### src/hw/rtl/mf5_pkg.sv
// ----------------------------------------------------------------------------
// mf5_pkg
// shared constants, control struct and counting helper for the 5x5 median
// ----------------------------------------------------------------------------
package mf5_pkg;

	localparam int ROWS      = 5;
	localparam int COLS      = 5;
	localparam int HIST_COLS = COLS - 1;
	localparam int WIN_TAPS  = ROWS * COLS;
	localparam int CNT_W     = $clog2(WIN_TAPS + 1);

	localparam logic [CNT_W-1:0] WIN_RANK = CNT_W'((WIN_TAPS - 1) / 2);

	typedef struct packed {
		logic valid;
		logic row_end;
	} mf5_ctl_t;

	// ones count over the window, a column group at a time
	function automatic logic [CNT_W-1:0] mf5_popcount(input logic [WIN_TAPS-1:0] bits);
		logic [CNT_W-1:0] part [COLS];
		logic [CNT_W-1:0] total;
		total = '0;
		for (int g = 0; g < COLS; g++) begin
			part[g] = '0;
			for (int j = 0; j < ROWS; j++) begin
				part[g] = part[g] + CNT_W'(bits[g*ROWS + j]);
			end
		end
		for (int g = 0; g < COLS; g++) begin
			total = total + part[g];
		end
		return total;
	endfunction

endpackage

### src/hw/rtl/mf5_col_cell.sv
// ----------------------------------------------------------------------------
// mf5_col_cell
// one window column of five pixels: load col_in on shift, zero on clear
// ----------------------------------------------------------------------------
module mf5_col_cell
	import mf5_pkg::*;
#(
	parameter int PIXEL_WIDTH = 16
) (
	input  logic                   clk,
	input  logic                   arst_n,
	input  logic                   shift,
	input  logic                   clear,
	input  logic [PIXEL_WIDTH-1:0] col_in [ROWS],
	output logic [PIXEL_WIDTH-1:0] col_q  [ROWS]
);

	always_ff @(posedge clk or negedge arst_n) begin
		if (!arst_n) begin
			for (int r = 0; r < ROWS; r++) begin
				col_q[r] <= '0;
			end
		end else if (clear) begin
			for (int r = 0; r < ROWS; r++) begin
				col_q[r] <= '0;
			end
		end else if (shift) begin
			for (int r = 0; r < ROWS; r++) begin
				col_q[r] <= col_in[r];
			end
		end
	end

endmodule

### config.mk
export PLATFORM = sky130hd
export DESIGN_NAME = mf5_col_cell
export DESIGN_NICKNAME = d
export VERILOG_FILES = /design/src/hw/rtl/mf5_pkg.sv /design/src/hw/rtl/mf5_col_cell.sv
export SDC_FILE = /design/constraint.sdc
export NUM_CORES = 1
export LEC_CHECK = 0
export BUFFER_PORTS_ARGS = -buffer_cell sky130_fd_sc_hd__buf_2
export CORE_MARGIN = 1.5
export CORE_UTILIZATION = 49
export CTS_CLUSTER_DIAMETER = 150
export DETAILED_ROUTE_END_ITERATION = 6
export PLACE_DENSITY_LB_ADDON = 0.12
export SLEW_MARGIN = 25
export SYNTH_ARGS = -nofsm -noshare
export SYNTH_HDL_FRONTEND = slang
export SYNTH_SLANG_ARGS = --single-unit
export TNS_END_PERCENT = 100
### constraint.sdc
create_clock -name clk -period 1.5 [get_ports clk]
set_clock_uncertainty 0.1 [all_clocks]
set_input_delay 0.3 -clock clk [delete_from_list [all_inputs] [get_ports clk]]
set_output_delay 0.3 -clock clk [all_outputs]
set_load 0.1 [all_outputs]
==> qor.yml, run 1 <==
pwr:
  internal_power_mw: 3.55
  ir_worst_vdd_mv: 0.792
  pwr-share-seq_pct: 42.4
  switching_share_pct: 36.0
  p_leak_nw: 2.61
  p_comb_share_pct: 29.2
  p_clk_share_pct: 28.4
  power-per-cell-area_nw_per_um2: 1200
  p_switching_mw: 1.99
floorplanning:
  die_area_um2: 7170
  fp.dieH_um: 84.7
  start_util_pct: 51.2
  pin_count: 164
  fp.coreArea_um2: 6390
  die_x_um: 84.7
  rows: 29
cts:
  cts_tree: "yes"
  numCtsBuffers: 9
  clk_pin_slew_ns: 0.08
  clockRootBuffer: "clkbuf_8"
  clock-sinks: 80
  cts_max_path_buffers: 2
  clk_latency_ns: 0.34
  post-cts-setup-buffers: 0
  htreeDepth: 3
setup_path:
  path_max_fanout: 2
  cp_top_family: "flip-flops"
  start_kind: "flip-flop"
  max_stage_delay_ns: 0.38
  critPathRequiredTime_ns: 1.10
  critPathKind: "reg -> out"
  crit_arrival_ns: 1.02
  slowest_stage: "dfrtp_1"
  crit_path_end_kind: "output pin"
  critPathBufInv: 1
  crit_chain: "buf_4"
sta:
  min_period_ns: 1.42
  relSlewSlack_pct: 70.4
  setup_viol: 0
  fmax_mhz: 703
  hold_viol: 0
  tns_ns: 0
  rsz0062_at_grt: "no"
  post-route-period-util_pct: 94.9
  worst_slew_pin_slew_ns: 0.443
  slew_viol_final: 0
yosys:
  synth_top_family_by_area: "multiplexers"
  synth_mux_area_share_pct: 24.5
  yosysTopAreaCell: "dfrtp_1"
  avgSynthCellArea_um2: 12.7
  synth_area_leaders: "dfrtp_1 (61%), mux2i_1 (24%), nor2_1 (9.2%)"
  synth_adder_area_share_pct: 0
  syn-num-nets: 342
  synth-seq-cells: 80
  synth_compound_area_share_pct: 0
  synth_area_um2: 3270
  synth_top_area_share_pct: 61.2
  synthCells: 258
  ys_seq_area_share_pct: 61.2
  synthDistinctLibCells: 7
  yosys.area_share.xor_xnor_pct: 0
  synth_warnings: 0
  yosys.area_share.simple_pct: 9.18
cells_and_area:
  synthToLayoutAreaGrowth_pct: 41.8
  drive_above_1_share_pct: 43.0
  regMostFlops: "col_q"
  regArea_um2: 2000
  top_regs: "col_q x80"
  final_area_um2: 4640
  final_cells: 503
  fillers: 466
  largest_reg_flops: 80
  nets: 505
  multi_input_area_um2: 1100
  antenna_cells: 0
grt:
  grt_max_degree: 81
  grt_pass1_wl_um: 11900
  overflow: 0
  grt_pass1_vias: 2417
  antenna_found_initial: 0
  grt_usage_pct: 21.2
routing:
  dr.pass1.iters: 4
  vias_per_cell: 4.81
  avgRoutedWirePerCell_um: 14.3
  antenna_left: 0
  drt_iter0_drc: 115
  wl_um: 7190
  dr_total_vias: 2417
  drc: 0
place:
  gp_congestion: 0.751
  port_buffers: 163
  placedInstanceArea_um2: 4250
  dp_hpwl_um: 4890
  dp.cells: 486
run_status:
  outcome: "complete, no violations"
worst_hold_path:
  hold_class: "in -> reg"
flow_run:
  maxCapViolCount: 0
==> per-layer routing <==
metal,vias to the layer above,wire length [µm],global-route usage [%]
li1,1177,-,-
met1,1113,3070,28.1
met2,109,3240,30.9
met3,18,691,8.16
met4,0,191,9.53
met5,-,0,0
==> kinds of logic (layout without fill, tap and decap cells) <==
kind of cell,after synthesis,after routing
DFF,80,80
muxes,80,80
and+or+nand+nor,80,80
buffers and inverters,18,186
==> cell usage in the layout (no fill, tap or decap) <==
master | netlist | final
clkbuf_1 | 8 | 2
clkinv_2 | 0 | 2
buf_2 | 0 | 81
dfrtp_1 | 80 | 80
buf_12 | 0 | 13
buf_4 | 0 | 75
mux2i_1 | 80 | 80
dlygate4sd3_1 | 0 | 1
nor2_1 | 80 | 80
clkbuf_8 | 0 | 11
bufinv_16 | 0 | 1
==> stage by stage <==
step	utilization [%]	hold WS [ns]	setup slack, ns	total power [mW]
global route	72.6	0.0872	0.0324	5.78
finish	72.6	0.100	0.0770	5.54
global placement	66.5	0.260	0.258	3.93
detailed placement	66.5	0.262	0.222	3.94
floorplan	-	-0.0956	0.179	3.56
CTS	72.6	0.0854	0.0659	5.60
==> cell usage after synthesis <==
cell / count
buf_8: 8
dfrtp_1: 80
buf_6: 1
nor2_1: 80
clkbuf_1: 8
clkbuf_2: 1
mux2i_1: 80
==> cell type report <==
type,instances,area share [%]
clock inverters,3,0.863
flip-flops and latches,80,43.2
multi-input cells,160,23.7
clock buffers,13,3.43
well taps,77,2.08
repair buffers,170,26.7
==> worst paths after layout <==
path | slack, ns | depth (start not counted) | end | from
max in group asynchronous | 0.53 | 3 | col_q[51] | arst_n
worst max register to register | 0.68 | 2 | col_q[52] | col_q[52]
worst min register to register | 0.42 | 2 | col_q[50] | col_q[50]
worst max-delay path | 0.08 | 1 | col_q[58] | col_q[58]
worst min-delay path | 0.10 | 3 | col_q[19] | col_in[19]
min in group asynchronous | 0.40 | 3 | col_q[18] | arst_n
==> power by group through the flow <==
stage / sequential [mW] / combinational, mW / clock (mW)
4_1_cts: 2.35 / 1.63 / 1.62
3_3_place_gp: 2.38 / 1.54 / 0
5_1_grt: 2.37 / 1.69 / 1.72
3_5_place_dp: 2.38 / 1.56 / 0
2_1_floorplan: 3.27 / 0.287 / 0
6_report: 2.35 / 1.62 / 1.57
==> repair_timing <==
action	4_1_cts	5_1_grt
hold endpoints to repair	80	0
resized for setup	73	0
setup endpoints to repair	73	0
hold buffers	1	0
(Power assumes the default switching activity.)
==> run 2, diff against run 1 <==
--- a/config.mk
+++ b/config.mk
@@ -5,11 +5,12 @@
 export SDC_FILE = /design/constraint.sdc
 export NUM_CORES = 1
 export LEC_CHECK = 0
-export BUFFER_PORTS_ARGS = -buffer_cell sky130_fd_sc_hd__buf_2
-export CORE_MARGIN = 1.5
-export CORE_UTILIZATION = 49
+export CAP_MARGIN = 5
+export CORE_MARGIN = 1
+export CORE_UTILIZATION = 55
 export CTS_CLUSTER_DIAMETER = 150
 export DETAILED_ROUTE_END_ITERATION = 6
+export DONT_BUFFER_PORTS = 1
 export PLACE_DENSITY_LB_ADDON = 0.12
 export SLEW_MARGIN = 25
 export SYNTH_ARGS = -nofsm -noshare
==> run 2 against run 1 <==
- the run now ends with hold timing left
- maximum frequency up 0.48%
- register-to-register slack worse by 0.55 ns
- critical path depth unchanged
- non-clock buffer count down 70
- global-route usage up 1.7 points
- clock power up 26%
- core utilization up 3.0 points
- sequential share of layout area up 4.1 points
- design area down 8.6%
- sequential cell count unchanged
- critical path type unchanged
- largest cell class unchanged
- largest power group unchanged
==> qor.yml, run 2 (synthesis gave the netlist of run 1 again) <==
run_status:
  outcome: "finished with violations"
  violations: "hold timing"
cells_and_area:
  mostFrequentLayoutCells: "mux2i_1 (80), nor2_1 (80), dfrtp_1 (80), buf_4 (80), dlygate4sd3_1 (20)"
  drive_above_1_share_pct: 26.3  # -17 points
  regArea_um2: 2000  # unchanged
  antenna_cells: 0  # unchanged
  multi_input_area_um2: 1100  # unchanged
  nets: 435  # -14%
  synthToLayoutAreaGrowth_pct: 29.6
  top_regs: "col_q x80"
  fin_util_pct: 75.6  # +3.0 points
  fillers: 391  # -16%
  largest_reg_flops: 80  # unchanged
  regMostFlops: "col_q"
setup_path:
  critPathRequiredTime_ns: 1.10  # about the same
  critPathBufInv: 1  # unchanged
  path_max_fanout: 2  # unchanged
  crit_arrival_ns: 1.02  # about the same
  regToRegStartpoint: "col_q[61]"
  cp_top_family: "flip-flops"
  max_stage_delay_ns: 0.38  # about the same
  crit_chain: "buf_4"
  slowest_stage: "dfrtp_1"
  start_kind: "flip-flop"
  cp-startpoint: "col_q[61]"
  crit_path_end_kind: "output pin"
  critPathKind: "reg -> out"
grt:
  antenna_found_initial: 0  # unchanged
  grt_max_degree: 81  # unchanged
  grt_pass1_wl_um: 10600  # -11%
  grt_usage_pct: 22.8  # +1.7 points
  grt_pass1_vias: 2167  # -10%
  overflow: 0  # unchanged
routing:
  wl_um: 6920  # -3.8%
  antenna_left: 0  # unchanged
  drc: 0  # unchanged
  avgRoutedWirePerCell_um: 16.3  # +14%
  drt_iter0_drc: 119  # +3.5%
  vias_per_cell: 5.20  # +8.2%
  dr_total_vias: 2209  # -8.6%
  dr.pass1.iters: 4  # unchanged
pwr:
  ir_worst_vdd_mv: 0.835  # +5.5%
  p_switching_mw: 1.85  # -7.2%
  pwr-share-seq_pct: 40.7  # -1.7 points
  p_comb_share_pct: 24.5  # -4.7 points
  fin_total_pwr_mw: 5.69  # +2.7%
  p_leak_nw: 2.34  # -10%
  power-per-cell-area_nw_per_um2: 1340  # +12%
  p_clk_share_pct: 34.8  # +6.4 points
  internal_power_mw: 3.84  # +8.2%
  switching_share_pct: 32.5  # -3.5 points
worst_hold_path:
  hold_class: "in -> async"
floorplanning:
  fp.dieH_um: 79.1  # -6.6%
  die_x_um: 79.1  # -6.6%
  start_util_pct: 58.3  # +7.1 points
  pin_count: 164  # unchanged
  die_area_um2: 6260  # -13%
  rows: 27  # -6.9%
  fp.coreArea_um2: 5610  # -12%
sta:
  hold_viol: 140  # +140
  fmax_mhz: 706  # +0.48%
  relSlewSlack_pct: 80.1  # +9.7 points
  setup_viol: 0  # unchanged
  tns_ns: 0  # unchanged
  min_period_ns: 1.42  # -0.00682 ns
  holdWs_ns: -0.451  # -0.552 ns
  worst_slew_pin_slew_ns: 0.298  # -0.145 ns
  post-route-period-util_pct: 94.4  # -0.45 points
  slew_viol_final: 0  # unchanged
  rsz0062_at_grt: "no"
cts:
  cts_max_path_buffers: 2  # unchanged
  post-cts-setup-buffers: 0  # unchanged
  clock-sinks: 80  # unchanged
  cts_tree: "yes"
  ctsResizeCount: 0  # -100%
  clk_pin_slew_ns: 0.08  # about the same
  cts_hold_buf: 20  # +19
  htreeDepth: 3  # unchanged
  numCtsBuffers: 9  # unchanged
  clk_latency_ns: 0.33  # about the same
  clockRootBuffer: "clkbuf_8"
flow_run:
  maxCapViolCount: 0  # unchanged
place:
  port_buffers: 0  # -100%
  gp_congestion: 0.722  # -3.9%
  dp_hpwl_um: 4370  # -11%
[run 2: cell types whose count changed in the layout (fill, tap and decap cells not counted), sizes merged]
cell         change
buf             -89
bufinv           +3
clkinv           -2
clkbuf           -4
dlygate4sd3     +19
[run 2: metal layers]
metal | up-vias | routed length (µm) | global-route usage [%]
li1 | 1032 | - | -
met3 | 5 | 656 | 9.77
met4 | 0 | 45 | 7.09
met5 | - | 0 | 0
met2 | 94 | 3510 | 38.1
met1 | 1078 | 2710 | 26.5
[run 2: per-stage QoR]
step	std cells	worst slack [ns]	cell area (µm²)
after floorplan	258	0.179	3270
after global placement	392	0.467	3790
after detailed placement	392	0.437	3790
after CTS	425	0.0737	4240
after global routing	425	0.0528	4240
final	425	0.0838	4240
[run 2: area by class of cell]
type	count	share of cell area (%)
timing repair buffer	100	18.9
multi-input combinational	160	26.0
clock buffer	9	2.92
clock inverter	4	2.83
sequential	80	47.2
tap	72	2.13
[run 2: path summary, 6_finish.rpt]
check | endpoint | slack, ns | cells past startpoint
max | col_q[61] | 0.08 | 1
min | col_q[77] | -0.45 | 0
max reg2reg | col_q[61] | 0.13 | 3
min reg2reg | col_q[9] | 0.72 | 3
max in group asynchronous | col_q[22] | 1.63 | 0
min in group clk | col_q[72] | -0.08 | 1
[run 2: power by group through the flow]
| stage | sequential [mW] | combinational, mW | clock [mW] |
|---|---|---|---|
| 2_1_floorplan | 3.27 | 0.287 | 0 |
| 3_3_place_gp | 2.35 | 1.34 | 0 |
| 3_5_place_dp | 2.36 | 1.36 | 0 |
| 4_1_cts | 2.32 | 1.40 | 2.01 |
| 5_1_grt | 2.33 | 1.44 | 2.10 |
| 6_report | 2.32 | 1.40 | 1.98 |
==> run 3, diff against run 2 <==
--- a/config.mk
+++ b/config.mk
@@ -5,6 +5,7 @@
 export SDC_FILE = /design/constraint.sdc
 export NUM_CORES = 1
 export LEC_CHECK = 0
+export ABC_AREA = 1
 export CAP_MARGIN = 5
 export CORE_MARGIN = 1
 export CORE_UTILIZATION = 55
==> run 3 against run 2 <==
- the flow still finishes with violations (hold timing)
- design area grew 7.0%
- non-clock buffer count grew 35
- core utilization grew 6.3 points
- synthesized cell count grew 34%
- die area shrank 2.2%
==> qor.yml, run 3 <==
run_status:
  outcome: "finished with violations"
  violations: "hold timing"
cells_and_area:
  fillers: 361  # -7.7%
  fin_util_pct: 81.8  # +6.3 points
  nets: 552  # +27%
  final_area_um2: 4530  # +7.0%
  mostFrequentLayoutCells: "nand2_1 (160), nand3_1 (80), dfrtp_1 (80), buf_4 (80), dlygate4sd3_1 (53)"
  top_regs: "col_q x80"
  largest_reg_flops: 80  # unchanged
  antenna_cells: 0  # unchanged
  regMostFlops: "col_q"
  final_common_cell: "nand2_1"
  synthToLayoutAreaGrowth_pct: 41.9
  drive_above_1_share_pct: 21.1  # -5.2 points
sta:
  min_period_ns: 1.45  # +0.0363 ns
  relSlewSlack_pct: 77.1  # -3.0 points
  fmax_mhz: 688  # -2.5%
  tns_ns: 0  # unchanged
  slew_viol_final: 0  # unchanged
  hold_viol: 80  # -43%
  setup_ws_ns: 0.0475  # -0.0363 ns
  holdWs_ns: -0.450  # +0.00154 ns
  post-route-period-util_pct: 96.8  # +2.4 points
  rsz0062_at_grt: "no"
  worst_slew_pin_slew_ns: 0.343  # +0.0449 ns
  setup_viol: 0  # unchanged
yosys:
  synth_warnings: 0  # unchanged
  synth_most_common_cell: "nand2_1"
  synthDistinctLibCells: 8  # +1
  synthFlopType: "dfrtp_1"
  async_flop_share_pct: 100  # unchanged
  synth_area_leaders: "dfrtp_1 (63%), nand2_1 (19%), nand3_1 (13%)"
  synth_edf_count: 0  # unchanged
  synth-seq-cells: 80  # unchanged
  ys_seq_area_share_pct: 62.6  # +1.4 points
  syn-num-nets: 431  # +26%
  synth_top_area_share_pct: 62.6  # +1.4 points
  avgSynthCellArea_um2: 9.21  # -27%
  ys_top_cells_by_count: "nand2_1 (160), dfrtp_1 (80), nand3_1 (80), buf_2 (16), buf_6 (8)"
  synthCells: 347  # +34%
  synth_area_um2: 3200  # -2.3%
  yosysTopAreaCell: "dfrtp_1"
place:
  placedInstanceArea_um2: 3750  # -1.2%
  post-place-ws_ns: 0.398  # -0.0381 ns
  dp_hpwl_um: 4530  # +3.7%
  port_buffers: 0  # unchanged
  gp_congestion: 0.757  # +4.8%
routing:
  dr.pass1.iters: 5  # +1
  antenna_left: 0  # unchanged
  dr_total_vias: 2911  # +32%
  drt_iter0_drc: 227  # +91%
  vias_per_cell: 5.34  # +2.8%
  drc: 0  # unchanged
  wl_um: 8870  # +28%
  avgRoutedWirePerCell_um: 16.3  # about the same
flow_run:
  maxCapViolCount: 0  # unchanged
pwr:
  p_leak_nw: 2.48  # +6.0%
  fin_total_pwr_mw: 5.74  # +0.85%
  ir_worst_vdd_mv: 0.745  # -11%
  power-per-cell-area_nw_per_um2: 1270  # -5.7%
floorplanning:
  pin_count: 164  # unchanged
  start_util_pct: 57.7  # -0.62 points
  fp.coreArea_um2: 5540  # -1.2%
  die_area_um2: 6120  # -2.2%
  fp.dieH_um: 78.2  # -1.1%
  die_x_um: 78.2  # -1.1%
  rows: 27  # unchanged
setup_path:
  worst-r2r-setup-slack_ns: 0.47  # +0.34 ns
  regToRegStartpoint: "col_q[61]"
  crit_arrival_ns: 1.58  # +0.56 ns
  r2r_end: "col_q[61]"
  critPathKind: "in -> reg"
  r2r_cells: 3  # unchanged
  max_stage_delay_ns: 0.59  # +0.21 ns
  cpMostUsedCell: "dlygate4sd3_1"
  slowest_stage: "dlygate4sd3_1"
  critPathRequiredTime_ns: 1.63  # +0.53 ns
  path_max_fanout: 1  # -1
  crit_chain: "dlygate4sd3_1 -> nand3_1 -> dlygate4sd3_1 -> nand2_1"
  start_kind: "primary input"
  crit_path_end_kind: "flip-flop"
cts:
  numCtsBuffers: 9  # unchanged
  post-cts-setup-buffers: 0  # unchanged
  clk_latency_ns: 0.33  # about the same
  clk_pin_slew_ns: 0.08  # about the same
  cts_hold_buf: 52  # +160%
  htreeDepth: 3  # unchanged
  cts_tree: "yes"
  clock-sinks: 80  # unchanged
  clockRootBuffer: "clkbuf_8"
  ctsResizeCount: 0  # unchanged
  cts_max_path_buffers: 2  # unchanged
grt:
  antenna_found_initial: 0  # unchanged
  grt_max_degree: 82  # +1.2%
  grt_pass1_wl_um: 13700  # +29%
  grt_usage_pct: 29.3  # +6.5 points
  grt_pass1_vias: 2919  # +35%
  overflow: 0  # unchanged
worst_hold_path:
  hold_class: "in -> async"
-- run 3: changes by cell type after synthesis, sizes merged --
cell / before / now
inv: 0 / 1
nor2: 80 / 1
nand2: 0 / 160
mux2i: 80 / 0
clkbuf: 9 / 0
buf: 9 / 25
nand3: 0 / 80
-- run 3: per-stage QoR --
stage | hold slack, ns | std cells
6_report | -0.450 | 545
5_1_grt | -0.466 | 545
4_1_cts | -0.465 | 544
3_5_place_dp | -0.0934 | 476
3_3_place_gp | -0.0940 | 476
2_1_floorplan | -0.0956 | 347
-- run 3: how the worst max path moves through the flow --
stage,startpoint,to,slack [ns],cells after the start
detailed placement,clear,col_q[77],0.40,4
global placement,clear,col_q[6],0.44,4
CTS,col_q[47],col_q[47],0.08,1
floorplan,col_q[0],col_q[0],0.20,0
finish,col_in[40],col_q[40],0.05,4
global route,col_in[40],col_q[40],0.04,4
-- run 3: layout make-up --
class / instances / area, µm² / area share (%)
clock buffer: 11 / 151 / 3.34
inverter: 1 / 3.75 / 0.0828
timing repair buffer: 135 / 1170 / 25.8
tap: 72 / 90.1 / 1.99
multi-input combinational: 241 / 1010 / 22.3
sequential: 80 / 2000 / 44.2
clock inverter: 5 / 103 / 2.26
-- run 3: report_power, final --
part           switching, mW  internal [mW]
combinational           1.15          0.313
clock                  0.765           1.19
sequential            0.0443           2.27
-- run 3: critical path, delay by kind of cell --
kind	cells	cell delay [ns]
buffers and inverters	2	1.14
AND/OR/NAND/NOR	2	0.14
-- run 3: routing by layer --
metal | track usage (%) | vias to the layer above | share of wire (%)
met5 | 0 | - | 0
met4 | 14.1 | 0 | 2.2
met3 | 6.28 | 19 | 7.1
met2 | 51.2 | 143 | 54
met1 | 34.4 | 1402 | 37
li1 | - | 1347 | -
-- run 3: kinds of logic (layout without fill, tap and decap cells) --
family,after synthesis,count (layout),share of synthesized area [%]
and+or+nand+nor,241,241,31.7
DFF,80,80,62.6
buffers and inverters,26,152,5.68
